$ cat src/design/presence_alert_publish_controller_unit_assert.svh
// Assertion macros for the presence alert publish controller.
`ifndef PRESENCE_ALERT_PUBLISH_CONTROLLER_UNIT_ASSERT_SVH
`define PRESENCE_ALERT_PUBLISH_CONTROLLER_UNIT_ASSERT_SVH

// Same-cycle implication, checked at every rising edge outside reset.
`define PAPCU_ASSERT_NOW(label, clk, rstn, ante, cons, msg) \
    label: assert property (@(posedge clk) disable iff (!(rstn)) (ante) |-> (cons)) \
        else $error(msg);

// Next-cycle implication, checked at every rising edge outside reset.
`define PAPCU_ASSERT_NEXT(label, clk, rstn, ante, cons, msg) \
    label: assert property (@(posedge clk) disable iff (!(rstn)) (ante) |=> (cons)) \
        else $error(msg);

`endif

$ cat src/design/papcu_pkg.sv
// Shared types, register indexes and constants of the presence alert publish controller.
package papcu_pkg;

    localparam int COUNT_WIDTH_DEFAULT = 8;
    localparam int TIME_WIDTH_DEFAULT  = 32;

    localparam int PADDR_WIDTH = 5;
    localparam int PDATA_WIDTH = 32;

    localparam int MINUTE_WIDTH = 11;
    localparam int LIMIT_WIDTH  = 12;   // holds 60 minutes in seconds

    localparam logic [MINUTE_WIDTH-1:0] MINUTES_PER_DAY    = MINUTE_WIDTH'(1440);
    localparam logic [MINUTE_WIDTH-1:0] START_MINUTE_RESET = MINUTE_WIDTH'(18 * 60);
    localparam logic [MINUTE_WIDTH-1:0] END_MINUTE_RESET   = MINUTE_WIDTH'(6 * 60);

    localparam logic [4:0] TRANS_SEC_MIN   = 5'd2;
    localparam logic [4:0] TRANS_SEC_MAX   = 5'd20;
    localparam logic [5:0] HB_MIN_MIN      = 6'd5;
    localparam logic [5:0] HB_MIN_MAX      = 6'd60;
    localparam logic [8:0] ACT_INT_SEC_MIN = 9'd60;
    localparam logic [8:0] ACT_INT_SEC_MAX = 9'd300;

    localparam logic [LIMIT_WIDTH-1:0] SECONDS_PER_MINUTE = LIMIT_WIDTH'(60);

    // Register indexes (byte address / 4)
    localparam logic [2:0] REG_SCHED_EN    = 3'd0;
    localparam logic [2:0] REG_START_MIN   = 3'd1;
    localparam logic [2:0] REG_END_MIN     = 3'd2;
    localparam logic [2:0] REG_TRANS_SEC   = 3'd3;
    localparam logic [2:0] REG_HB_MIN      = 3'd4;
    localparam logic [2:0] REG_ACT_INT_SEC = 3'd5;

    // Event kinds
    localparam logic [1:0] KIND_SAMPLE      = 2'd0;
    localparam logic [1:0] KIND_POLL        = 2'd1;
    localparam logic [1:0] KIND_MARK_DONE   = 2'd2;
    localparam logic [1:0] KIND_RESET_TIMER = 2'd3;

    typedef struct packed {
        logic                    sched_en;
        logic [MINUTE_WIDTH-1:0] start_min;
        logic [MINUTE_WIDTH-1:0] end_min;
        logic [4:0]              trans_sec;
        logic [5:0]              hb_min;
        logic [8:0]              act_int_sec;
    } cfg_t;

endpackage

$ cat src/design/presence_alert_publish_controller_unit.sv
// Top level of the presence alert publish controller: event register, core, result register.
// An accepted event passes the event register, then the result register, on its way to m_*.
// Throughput: one event per cycle unless m_ready stalls; the two registers overlap work.
// Reset: aresetn is synchronous, active low; clears valids, detection/publish state,
// and restores the configuration registers to their defaults.
`include "presence_alert_publish_controller_unit_assert.svh"
module presence_alert_publish_controller_unit #(
    parameter int COUNT_WIDTH = papcu_pkg::COUNT_WIDTH_DEFAULT,
    parameter int TIME_WIDTH  = papcu_pkg::TIME_WIDTH_DEFAULT
) (
    input  logic                              aclk,
    input  logic                              aresetn,
    // APB configuration port
    input  logic                              psel,
    input  logic                              penable,
    input  logic                              pwrite,
    input  logic [papcu_pkg::PADDR_WIDTH-1:0]  paddr,
    input  logic [papcu_pkg::PDATA_WIDTH-1:0]  pwdata,
    output logic [papcu_pkg::PDATA_WIDTH-1:0]  prdata,
    output logic                              pready,
    // Event channel
    input  logic                              s_valid,
    output logic                              s_ready,
    input  logic [1:0]                        s_kind,
    input  logic [TIME_WIDTH-1:0]             s_now_seconds,
    input  logic [papcu_pkg::MINUTE_WIDTH-1:0] s_minute_of_day,
    input  logic [COUNT_WIDTH-1:0]            s_total_count,
    input  logic [COUNT_WIDTH-1:0]            s_first_count,
    input  logic [COUNT_WIDTH-1:0]            s_second_count,
    input  logic [COUNT_WIDTH-1:0]            s_third_count,
    input  logic                              s_mark_heartbeat,
    // Result channel
    output logic                              m_valid,
    input  logic                              m_ready,
    output logic                              m_publish_due,
    output logic                              m_heartbeat_flag,
    output logic                              m_active,
    output logic                              m_pending,
    output logic [COUNT_WIDTH-1:0]            m_publish_total,
    output logic [COUNT_WIDTH-1:0]            m_publish_first,
    output logic [COUNT_WIDTH-1:0]            m_publish_second,
    output logic [COUNT_WIDTH-1:0]            m_publish_third,
    output logic [TIME_WIDTH-1:0]             m_next_publish_time,
    output logic [TIME_WIDTH-1:0]             m_alert_time_reported
);
    import papcu_pkg::*;

    cfg_t cfg;

    // Event register (stage 1)
    logic                    in_valid_reg, in_valid_next;
    logic [1:0]              kind_reg;
    logic [TIME_WIDTH-1:0]   now_reg;
    logic [MINUTE_WIDTH-1:0] minute_reg;
    logic [COUNT_WIDTH-1:0]  total_reg, first_reg, second_reg, third_reg;
    logic                    mark_hb_reg;

    // Result register (stage 2)
    logic                    out_valid_reg, out_valid_next;
    logic                    should_pub_reg, is_hb_reg, active_reg, pending_reg;
    logic [COUNT_WIDTH-1:0]  pub_total_reg, pub_first_reg, pub_second_reg, pub_third_reg;
    logic [TIME_WIDTH-1:0]   next_time_reg, alert_time_reg;

    // Core results for the event in stage 1
    logic                    c_should_pub, c_is_hb, c_active, c_pending;
    logic [COUNT_WIDTH-1:0]  c_total, c_first, c_second, c_third;
    logic [TIME_WIDTH-1:0]   c_next_time, c_alert_time;

    logic take_in;  // event transfer into stage 1
    logic fire;     // stage 1 event commits: state updates, result captured

    assign pready  = 1'b1;
    assign fire    = in_valid_reg && (!out_valid_reg || m_ready);
    assign s_ready = !in_valid_reg || fire;
    assign take_in = s_valid && s_ready;

    assign in_valid_next  = take_in ? 1'b1 : (fire ? 1'b0 : in_valid_reg);
    assign out_valid_next = fire ? 1'b1 : (m_ready ? 1'b0 : out_valid_reg);

    papcu_cfg u_cfg (
        .aclk    (aclk),
        .aresetn (aresetn),
        .psel    (psel),
        .penable (penable),
        .pwrite  (pwrite),
        .paddr   (paddr),
        .pwdata  (pwdata),
        .prdata  (prdata),
        .cfg     (cfg)
    );

    papcu_core #(
        .COUNT_WIDTH (COUNT_WIDTH),
        .TIME_WIDTH  (TIME_WIDTH)
    ) u_core (
        .aclk                (aclk),
        .aresetn             (aresetn),
        .fire                (fire),
        .cfg                 (cfg),
        .kind                (kind_reg),
        .now_seconds         (now_reg),
        .minute_of_day       (minute_reg),
        .total_count         (total_reg),
        .first_count         (first_reg),
        .second_count        (second_reg),
        .third_count         (third_reg),
        .mark_heartbeat      (mark_hb_reg),
        .publish_due         (c_should_pub),
        .heartbeat_flag      (c_is_hb),
        .active              (c_active),
        .pending             (c_pending),
        .publish_total       (c_total),
        .publish_first       (c_first),
        .publish_second      (c_second),
        .publish_third       (c_third),
        .next_publish_time   (c_next_time),
        .alert_time_reported (c_alert_time)
    );

    // Valid bits
    always_ff @(posedge aclk) begin
        if (!aresetn) begin
            in_valid_reg  <= 1'b0;
            out_valid_reg <= 1'b0;
        end else begin
            in_valid_reg  <= in_valid_next;
            out_valid_reg <= out_valid_next;
        end
    end

    // Event payload: loaded on each accepted transfer
    always_ff @(posedge aclk) begin
        if (take_in) begin
            kind_reg    <= s_kind;
            now_reg     <= s_now_seconds;
            minute_reg  <= s_minute_of_day;
            total_reg   <= s_total_count;
            first_reg   <= s_first_count;
            second_reg  <= s_second_count;
            third_reg   <= s_third_count;
            mark_hb_reg <= s_mark_heartbeat;
        end
    end

    // Result payload: loaded when the stage 1 event commits
    always_ff @(posedge aclk) begin
        if (fire) begin
            should_pub_reg <= c_should_pub;
            is_hb_reg      <= c_is_hb;
            active_reg     <= c_active;
            pending_reg    <= c_pending;
            pub_total_reg  <= c_total;
            pub_first_reg  <= c_first;
            pub_second_reg <= c_second;
            pub_third_reg  <= c_third;
            next_time_reg  <= c_next_time;
            alert_time_reg <= c_alert_time;
        end
    end

    assign m_valid               = out_valid_reg;
    assign m_publish_due         = should_pub_reg;
    assign m_heartbeat_flag      = is_hb_reg;
    assign m_active              = active_reg;
    assign m_pending             = pending_reg;
    assign m_publish_total       = pub_total_reg;
    assign m_publish_first       = pub_first_reg;
    assign m_publish_second      = pub_second_reg;
    assign m_publish_third       = pub_third_reg;
    assign m_next_publish_time   = next_time_reg;
    assign m_alert_time_reported = alert_time_reg;

    // A heartbeat result never carries a record and never comes from the active state
    `PAPCU_ASSERT_NOW(a_hb_no_record, aclk, aresetn, m_valid && m_heartbeat_flag, m_publish_total == '0 && !m_active, "heartbeat result carries record or active")
    // An alert is only due while active with a nonzero max record
    `PAPCU_ASSERT_NOW(a_alert_has_record, aclk, aresetn, m_valid && m_publish_due && !m_heartbeat_flag, m_active && m_publish_total != '0, "alert due without active record")
    // A stalled event in stage 1 stays there
    `PAPCU_ASSERT_NEXT(a_stage1_holds, aclk, aresetn, in_valid_reg && !fire, in_valid_reg, "stage 1 event lost while stalled")
    // Pending is only ever set together with active
    `PAPCU_ASSERT_NOW(a_pending_active, aclk, aresetn, m_valid && m_pending, m_active, "pending without active")

endmodule

$ cat src/design/papcu_cfg.sv
// APB configuration register file: timing writes saturate, out-of-range minute writes load the reset defaults.
module papcu_cfg (
    input  logic                             aclk,
    input  logic                             aresetn,
    input  logic                             psel,
    input  logic                             penable,
    input  logic                             pwrite,
    input  logic [papcu_pkg::PADDR_WIDTH-1:0] paddr,
    input  logic [papcu_pkg::PDATA_WIDTH-1:0] pwdata,
    output logic [papcu_pkg::PDATA_WIDTH-1:0] prdata,
    output papcu_pkg::cfg_t                   cfg
);
    import papcu_pkg::*;

    cfg_t       cfg_reg;
    cfg_t       cfg_next;
    logic [2:0] reg_idx;
    logic       wr_en;
    logic [MINUTE_WIDTH-1:0] wr_min;
    logic [4:0] wr_trans;
    logic [5:0] wr_hb;
    logic [8:0] wr_ai;

    assign reg_idx  = paddr[PADDR_WIDTH-1:2];
    assign wr_en    = psel && penable && pwrite;
    assign wr_min   = pwdata[MINUTE_WIDTH-1:0];
    assign wr_trans = pwdata[4:0];
    assign wr_hb    = pwdata[5:0];
    assign wr_ai    = pwdata[8:0];

    always_comb begin
        cfg_next = cfg_reg;
        if (wr_en) begin
            case (reg_idx)
                REG_SCHED_EN: cfg_next.sched_en = pwdata[0];
                REG_START_MIN: begin
                    cfg_next.start_min = (wr_min < MINUTES_PER_DAY) ? wr_min : START_MINUTE_RESET;
                end
                REG_END_MIN: begin
                    cfg_next.end_min = (wr_min < MINUTES_PER_DAY) ? wr_min : END_MINUTE_RESET;
                end
                REG_TRANS_SEC: begin
                    cfg_next.trans_sec = (wr_trans < TRANS_SEC_MIN) ? TRANS_SEC_MIN :
                                         (wr_trans > TRANS_SEC_MAX) ? TRANS_SEC_MAX : wr_trans;
                end
                REG_HB_MIN: begin
                    cfg_next.hb_min = (wr_hb < HB_MIN_MIN) ? HB_MIN_MIN :
                                      (wr_hb > HB_MIN_MAX) ? HB_MIN_MAX : wr_hb;
                end
                REG_ACT_INT_SEC: begin
                    cfg_next.act_int_sec = (wr_ai < ACT_INT_SEC_MIN) ? ACT_INT_SEC_MIN :
                                           (wr_ai > ACT_INT_SEC_MAX) ? ACT_INT_SEC_MAX : wr_ai;
                end
                default: ;
            endcase
        end
    end

    always_ff @(posedge aclk) begin
        if (!aresetn) begin
            cfg_reg.sched_en    <= 1'b0;
            cfg_reg.start_min   <= START_MINUTE_RESET;
            cfg_reg.end_min     <= END_MINUTE_RESET;
            cfg_reg.trans_sec   <= TRANS_SEC_MIN;
            cfg_reg.hb_min      <= HB_MIN_MIN;
            cfg_reg.act_int_sec <= ACT_INT_SEC_MIN;
        end else begin
            cfg_reg <= cfg_next;
        end
    end

    always_comb begin
        case (reg_idx)
            REG_SCHED_EN:    prdata = PDATA_WIDTH'(cfg_reg.sched_en);
            REG_START_MIN:   prdata = PDATA_WIDTH'(cfg_reg.start_min);
            REG_END_MIN:     prdata = PDATA_WIDTH'(cfg_reg.end_min);
            REG_TRANS_SEC:   prdata = PDATA_WIDTH'(cfg_reg.trans_sec);
            REG_HB_MIN:      prdata = PDATA_WIDTH'(cfg_reg.hb_min);
            REG_ACT_INT_SEC: prdata = PDATA_WIDTH'(cfg_reg.act_int_sec);
            default:         prdata = '0;
        endcase
    end

    assign cfg = cfg_reg;

endmodule

$ cat src/design/papcu_core.sv
// Detection/publish state and the single-pass event update logic.
module papcu_core #(
    parameter int COUNT_WIDTH = papcu_pkg::COUNT_WIDTH_DEFAULT,
    parameter int TIME_WIDTH  = papcu_pkg::TIME_WIDTH_DEFAULT
) (
    input  logic                              aclk,
    input  logic                              aresetn,
    input  logic                              fire,
    input  papcu_pkg::cfg_t                   cfg,
    input  logic [1:0]                        kind,
    input  logic [TIME_WIDTH-1:0]             now_seconds,
    input  logic [papcu_pkg::MINUTE_WIDTH-1:0] minute_of_day,
    input  logic [COUNT_WIDTH-1:0]            total_count,
    input  logic [COUNT_WIDTH-1:0]            first_count,
    input  logic [COUNT_WIDTH-1:0]            second_count,
    input  logic [COUNT_WIDTH-1:0]            third_count,
    input  logic                              mark_heartbeat,
    output logic                              publish_due,
    output logic                              heartbeat_flag,
    output logic                              active,
    output logic                              pending,
    output logic [COUNT_WIDTH-1:0]            publish_total,
    output logic [COUNT_WIDTH-1:0]            publish_first,
    output logic [COUNT_WIDTH-1:0]            publish_second,
    output logic [COUNT_WIDTH-1:0]            publish_third,
    output logic [TIME_WIDTH-1:0]             next_publish_time,
    output logic [TIME_WIDTH-1:0]             alert_time_reported
);
    import papcu_pkg::*;

    // State
    logic [COUNT_WIDTH-1:0] rec_total_reg, rec_first_reg, rec_second_reg, rec_third_reg;
    logic [COUNT_WIDTH-1:0] rec_total_next, rec_first_next, rec_second_next, rec_third_next;
    logic active_reg, pending_reg, detect_reg, idle_notice_reg;
    logic active_next, pending_next, detect_next, idle_notice_next;
    logic [TIME_WIDTH-1:0] detect_start_reg, clear_start_reg, last_alert_reg;
    logic [TIME_WIDTH-1:0] detect_start_next, clear_start_next, last_alert_next;
    logic [TIME_WIDTH-1:0] last_hb_reg, last_act_pub_reg;
    logic [TIME_WIDTH-1:0] last_hb_next, last_act_pub_next;

    logic                   window_ok;
    logic [LIMIT_WIDTH-1:0] hb_limit;
    logic [TIME_WIDTH-1:0]  trans_lim, hb_lim, ai_lim;
    logic                   due;

    function automatic logic elapsed(input logic [TIME_WIDTH-1:0] t_now,
                                     input logic [TIME_WIDTH-1:0] since,
                                     input logic [TIME_WIDTH-1:0] limit);
        elapsed = (t_now >= since) && ((t_now - since) >= limit);
    endfunction

    function automatic logic [TIME_WIDTH-1:0] sat_add(input logic [TIME_WIDTH-1:0] a,
                                                      input logic [TIME_WIDTH-1:0] b);
        logic [TIME_WIDTH:0] s;
        s = {1'b0, a} + {1'b0, b};
        sat_add = s[TIME_WIDTH] ? '1 : s[TIME_WIDTH-1:0];
    endfunction

    assign hb_limit  = LIMIT_WIDTH'(cfg.hb_min) * SECONDS_PER_MINUTE;
    assign trans_lim = TIME_WIDTH'(cfg.trans_sec);
    assign hb_lim    = TIME_WIDTH'(hb_limit);
    assign ai_lim    = TIME_WIDTH'(cfg.act_int_sec);

    always_comb begin
        if (!cfg.sched_en || cfg.start_min == cfg.end_min) begin
            window_ok = 1'b1;
        end else if (cfg.start_min < cfg.end_min) begin
            window_ok = (minute_of_day >= cfg.start_min) && (minute_of_day < cfg.end_min);
        end else begin
            window_ok = (minute_of_day >= cfg.start_min) || (minute_of_day < cfg.end_min);
        end
    end

    always_comb begin
        rec_total_next    = rec_total_reg;
        rec_first_next    = rec_first_reg;
        rec_second_next   = rec_second_reg;
        rec_third_next    = rec_third_reg;
        active_next       = active_reg;
        pending_next      = pending_reg;
        detect_next       = detect_reg;
        idle_notice_next  = idle_notice_reg;
        detect_start_next = detect_start_reg;
        clear_start_next  = clear_start_reg;
        last_alert_next   = last_alert_reg;
        last_hb_next      = last_hb_reg;
        last_act_pub_next = last_act_pub_reg;
        due               = 1'b0;

        case (kind)
            KIND_SAMPLE: begin
                if (!window_ok) begin
                    rec_total_next    = '0;
                    rec_first_next    = '0;
                    rec_second_next   = '0;
                    rec_third_next    = '0;
                    if (active_reg || detect_reg) begin
                        idle_notice_next = 1'b1;
                    end
                    active_next       = 1'b0;
                    pending_next      = 1'b0;
                    detect_next       = 1'b0;
                    detect_start_next = '0;
                    clear_start_next  = '0;
                end else if (total_count != '0) begin
                    clear_start_next = '0;
                    if (!detect_reg) begin
                        detect_next       = 1'b1;
                        detect_start_next = now_seconds;
                    end
                    if (!active_reg && detect_start_next != '0 &&
                        elapsed(now_seconds, detect_start_next, trans_lim)) begin
                        active_next      = 1'b1;
                        pending_next     = 1'b1;
                        idle_notice_next = 1'b0;
                        rec_total_next   = '0;
                        rec_first_next   = '0;
                        rec_second_next  = '0;
                        rec_third_next   = '0;
                    end
                    if (active_next && total_count > rec_total_next) begin
                        rec_total_next  = total_count;
                        rec_first_next  = first_count;
                        rec_second_next = second_count;
                        rec_third_next  = third_count;
                    end
                end else begin
                    detect_next       = 1'b0;
                    detect_start_next = '0;
                    if (active_reg) begin
                        if (clear_start_reg == '0) begin
                            clear_start_next = now_seconds;
                        end
                        if (elapsed(now_seconds, clear_start_next, trans_lim)) begin
                            active_next      = 1'b0;
                            pending_next     = 1'b0;
                            idle_notice_next = 1'b1;
                            rec_total_next   = '0;
                            rec_first_next   = '0;
                            rec_second_next  = '0;
                            rec_third_next   = '0;
                        end
                    end
                end
            end
            KIND_POLL: begin
                if (active_reg) begin
                    due = (rec_total_reg != '0) &&
                          (pending_reg || last_act_pub_reg == '0 ||
                           elapsed(now_seconds, last_act_pub_reg, ai_lim));
                end else begin
                    due = idle_notice_reg || last_hb_reg == '0 ||
                          elapsed(now_seconds, last_hb_reg, hb_lim);
                end
            end
            KIND_MARK_DONE: begin
                if (mark_heartbeat) begin
                    last_hb_next     = now_seconds;
                    idle_notice_next = 1'b0;
                end else begin
                    pending_next      = 1'b0;
                    last_alert_next   = now_seconds;
                    last_act_pub_next = now_seconds;
                    rec_total_next    = '0;
                    rec_first_next    = '0;
                    rec_second_next   = '0;
                    rec_third_next    = '0;
                end
            end
            KIND_RESET_TIMER: begin
                last_alert_next   = '0;
                last_hb_next      = '0;
                last_act_pub_next = '0;
                if (active_reg) begin
                    pending_next = 1'b1;
                end else begin
                    idle_notice_next = 1'b1;
                end
            end
            default: ;
        endcase
    end

    // Result fields, taken from the state after the event
    always_comb begin
        publish_due         = due;
        heartbeat_flag      = (kind == KIND_POLL) && !active_reg;
        active              = active_next;
        pending             = pending_next;
        publish_total       = heartbeat_flag ? '0 : rec_total_next;
        publish_first       = heartbeat_flag ? '0 : rec_first_next;
        publish_second      = heartbeat_flag ? '0 : rec_second_next;
        publish_third       = heartbeat_flag ? '0 : rec_third_next;
        alert_time_reported = last_alert_next;
        if (active_next) begin
            if (pending_next && rec_total_next != '0) begin
                next_publish_time = now_seconds;
            end else if (last_act_pub_next != '0) begin
                next_publish_time = sat_add(last_act_pub_next, ai_lim);
            end else begin
                next_publish_time = now_seconds;
            end
        end else if (idle_notice_next) begin
            next_publish_time = now_seconds;
        end else if (last_hb_next != '0) begin
            next_publish_time = sat_add(last_hb_next, hb_lim);
        end else begin
            next_publish_time = now_seconds;
        end
    end

    always_ff @(posedge aclk) begin
        if (!aresetn) begin
            rec_total_reg    <= '0;
            rec_first_reg    <= '0;
            rec_second_reg   <= '0;
            rec_third_reg    <= '0;
            active_reg       <= 1'b0;
            pending_reg      <= 1'b0;
            detect_reg       <= 1'b0;
            idle_notice_reg  <= 1'b0;
            detect_start_reg <= '0;
            clear_start_reg  <= '0;
            last_alert_reg   <= '0;
            last_hb_reg      <= '0;
            last_act_pub_reg <= '0;
        end else if (fire) begin
            rec_total_reg    <= rec_total_next;
            rec_first_reg    <= rec_first_next;
            rec_second_reg   <= rec_second_next;
            rec_third_reg    <= rec_third_next;
            active_reg       <= active_next;
            pending_reg      <= pending_next;
            detect_reg       <= detect_next;
            idle_notice_reg  <= idle_notice_next;
            detect_start_reg <= detect_start_next;
            clear_start_reg  <= clear_start_next;
            last_alert_reg   <= last_alert_next;
            last_hb_reg      <= last_hb_next;
            last_act_pub_reg <= last_act_pub_next;
        end
    end

endmodule

$ cat config.mk
export PLATFORM = sky130hd
export DESIGN_NAME = presence_alert_publish_controller_unit
export DESIGN_NICKNAME = d
export VERILOG_FILES = /design/src/design/papcu_pkg.sv /design/src/design/presence_alert_publish_controller_unit.sv /design/src/design/papcu_cfg.sv /design/src/design/papcu_core.sv
export VERILOG_INCLUDE_DIRS = /design/src /design/src/design
export SDC_FILE = /design/constraint.sdc
export NUM_CORES = 1
export LEC_CHECK = 0
export BUFFER_PORTS_ARGS = -buffer_cell sky130_fd_sc_hd__buf_2
export CAP_MARGIN = 25
export CORE_MARGIN = 5
export CORE_UTILIZATION = 60
export DETAILED_ROUTE_END_ITERATION = 12
export MAX_ROUTING_LAYER = met4
export PLACE_DENSITY = 0.92
export SETUP_SLACK_MARGIN = 0.1
export SYNTH_ARGS = -nofsm -noshare
export SYNTH_HDL_FRONTEND = slang
export SYNTH_HIERARCHICAL = 1
export SYNTH_SLANG_ARGS = --single-unit
$ cat constraint.sdc
create_clock -name aclk -period 15.14 [get_ports aclk]
set_input_delay 3.028 -clock aclk [delete_from_list [all_inputs] [get_ports aclk]]
set_output_delay 3.028 -clock aclk [all_outputs]
set_load 0.005 [all_outputs]
==> impl_metrics.tcl <==
set metrics [dict create \
    status "completed" \
    crit_cells 31 \
    crit_buf_inv 1 \
    clock_sinks 419 \
    cts_buffer_depth 3 \
    seq_area_mm2 0.0102 \
    coreArea_mm2 0.0491 \
    hpwl_mm 66.7 \
    top_level_ports 257 \
    crit_path_end "m_next_publish_time[5]" \
    worstSetupPathType "register to register" \
    multi_input_area_mm2 0.0181 \
    relSlewSlack_pct 27.7 \
    yosys.area.top_type "edfxtp_1" \
    r2r-end "m_next_publish_time[5]" \
    area_growth_pct 10.8 \
    slew_violations 0 \
    crit_slowest_cell "edfxtp_1" \
    cts_max_level 2 \
    tightest_slew_ps 1080 \
    viasPerCell 6.88 \
    fillers 3739 \
    portBuffers 211 \
    ys_types 111 \
    regToRegSetupSlack_ps 5750 \
    setup_tns_ps 0 \
    grt_pass1_vias 26800 \
    synth.ff_latch_count 419 \
    dr.pass1.iters 8 \
    cp_slowest_stage_delay_ps 690 \
    period_share_pct 62.0 \
    met1Wirelength_mm 35.4 \
    yosys-top-cells-area "edfxtp_1 (18%), dfxtp_1 (16%), ha_1 (9.7%)" \
    drcViolationCount 0 \
    worstPathMaxFanout 22 \
    avgSynthCellArea_um2 8.88 \
    antenna_left 0 \
    hold_path_depth 2 \
    setup_viol 0 \
    period_needed_ps 9390 \
    required_ps 15470 \
    start_util_pct 60.8 \
    die_h_um 233 \
    yosysSeqAreaShare_pct 34.1 \
    ys_warn_count 6 \
    largest_reg_flops 43 \
    cts-root-buf "clkbuf_16" \
    cts_setup_buffers 0 \
    hold_viol 0 \
    hold_start "u_core/detect_start_reg[18]" \
    antenna_found_initial 2 \
    synth.most_common_cell "nand2_1" \
    wl_met2_mm 43.4 \
    crit_family "compound AO/OA/AOI/OAI gates" \
    r2r-start "now_reg[0]" \
    gr-usage-all-layers_pct 35.2 \
    die_area_mm2 0.0542 \
    grt_pass1_wl_mm 148 \
    cap_violations 0 \
    synth_edf_count 178 \
    wirelength_mm 97.7 \
    wl_per_cell_um 23.4 \
    ctsResizeCount 0 \
    synthArstFlopShare_pct 0 \
    cp-end-kind "register" \
    synthCells 3355 \
    wl_met3_mm 12.0 \
    top_layer "met4" \
    drt-initial-drc-count 3977 \
    skew_ps 61.1 \
    p_leak_nw 13.8 \
    hold_path_class "register to register" \
    tritoncts "yes" \
    place_congestion 0.994 \
    reg2regPathDepth 31 \
    grt_max_degree 213 \
    drive_gt1_share_pct 12.8 \
    clk_pin_slew_worst_paths_ps 70 \
    finish.net_count 3840 \
    syn_area_mm2 0.0298 \
    synth_common_cells "nand2_1 (258), dfxtp_1 (241), ha_1 (230), a21oi_1 (219), nor2_1 (188)" \
    powerDensity_mw_per_mm2 102 \
    rsz0062_at_grt "no" \
    fp.dieW_um 233 \
    clock_latency_ps 630 \
    row_count 81 \
    cts_hold_buf 0 \
    overflow 0 \
    cp.arrival_ps 9710 \
    critPathLaunch "now_reg[0]" \
    synth_top_flop_cell "dfxtp_1" \
    final_cells 4178 \
    placed_cells 4090 \
    cts_buffers 46 \
    via_count 28700 \
    yosys.area.top_type_share_pct 17.9 \
    start_kind "register" \
    clock.fmax_mhz 107 \
    irDropWorstVdd_mv 0.0854 \
]
-- stage by stage --
stage               hold slack, ps  total power [W]  util [%]  cell area (um^2)  worst slack, ps
finish                         473          0.00335      67.3             33000             5750
global placement               451          0.00204      63.7             31200             6220
CTS                            468          0.00332      67.3             33000             6050
global route                   490          0.00346      67.3             33000             5410
floorplan                      441          0.00185         -             29900             6010
detailed placement             460          0.00206      63.8             31300             6150
-- cell type report --
cell class,count,area share [%]
Clock inverter,35,1.49
Sequential cell,419,30.8
Inverter,188,2.14
Clock buffer,51,3.70
Tap cell,664,2.52
Antenna cell,2,0.0152
Multi-Input combinational cell,2561,54.9
Timing Repair Buffer,258,4.45
-- cells in the final DEF (no fill, tap or decap), types with 35 or more instances in the layout --
| cell type | instances |
|---|---|
| ha_1 | 230 |
| clkbuf_16 | 47 |
| dfxtp_1 | 240 |
| nand2_1 | 257 |
| nand4_1 | 78 |
| nor2b_1 | 133 |
| xor2_1 | 45 |
| nand3_1 | 61 |
| mux2i_1 | 58 |
| buf_2 | 210 |
| xnor2_1 | 64 |
| nor2_1 | 186 |
| and2_1 | 37 |
| a22o_1 | 35 |
| o21a_1 | 62 |
| a21oi_1 | 218 |
| inv_1 | 185 |
| a32oi_1 | 35 |
| edfxtp_1 | 178 |
| buf_4 | 44 |
| a21o_1 | 55 |
| or2_2 | 47 |
| nor3_1 | 107 |
| o211a_1 | 96 |
| nor4_1 | 59 |
| o21ai_0 | 127 |
| a22oi_1 | 92 |
-- tightest hold or removal path: cells and delay by family, from the launching register on --
family / cells / cell delay (ps)
AND/OR/NAND/NOR: 1 / 50
flip-flops: 1 / 310
AO/OA/AOI/OAI: 1 / 60
-- cell families after synthesis --
family	count (synthesis)	share of synthesized area [%]
fa+ha+maj	245	10.6
other cells	2	0.0252
xor+xnor	109	3.20
flops	419	34.1
simple gates	1091	19.1
mux	63	2.14
compound gates	1031	25.2
buf+inv	395	5.58
-- report_power, final --
part	internal, W	switching (W)	total [W]
logic	0.000304	0.000492	0.000796
registers	0.00124	0.0000434	0.00128
clock network	0.000760	0.000514	0.00127
-- how the worst min path moves through the flow --
| stage | end | slack [ps] |
|---|---|---|
| 2_1_floorplan | u_core/detect_start_reg[25] | 440 |
| 3_3_place_gp | u_core/detect_start_reg[18] | 450 |
| 3_5_place_dp | u_core/detect_start_reg[18] | 460 |
| 4_1_cts | u_core/detect_start_reg[18] | 470 |
| 5_1_grt | u_core/detect_start_reg[18] | 490 |
| 6_report | u_core/detect_start_reg[18] | 470 |
-- metal layers --
| layer | up-vias | GRT usage, % |
|---|---|---|
| met2 | 2010 | 54.3 |
| met1 | 13400 | 43.2 |
| met4 | 0 | 19.1 |
| met3 | 523 | 7.90 |
| li1 | 12800 | - |
| met5 | - | - |
No activity file was read; power rests on OpenSTA's default activity.
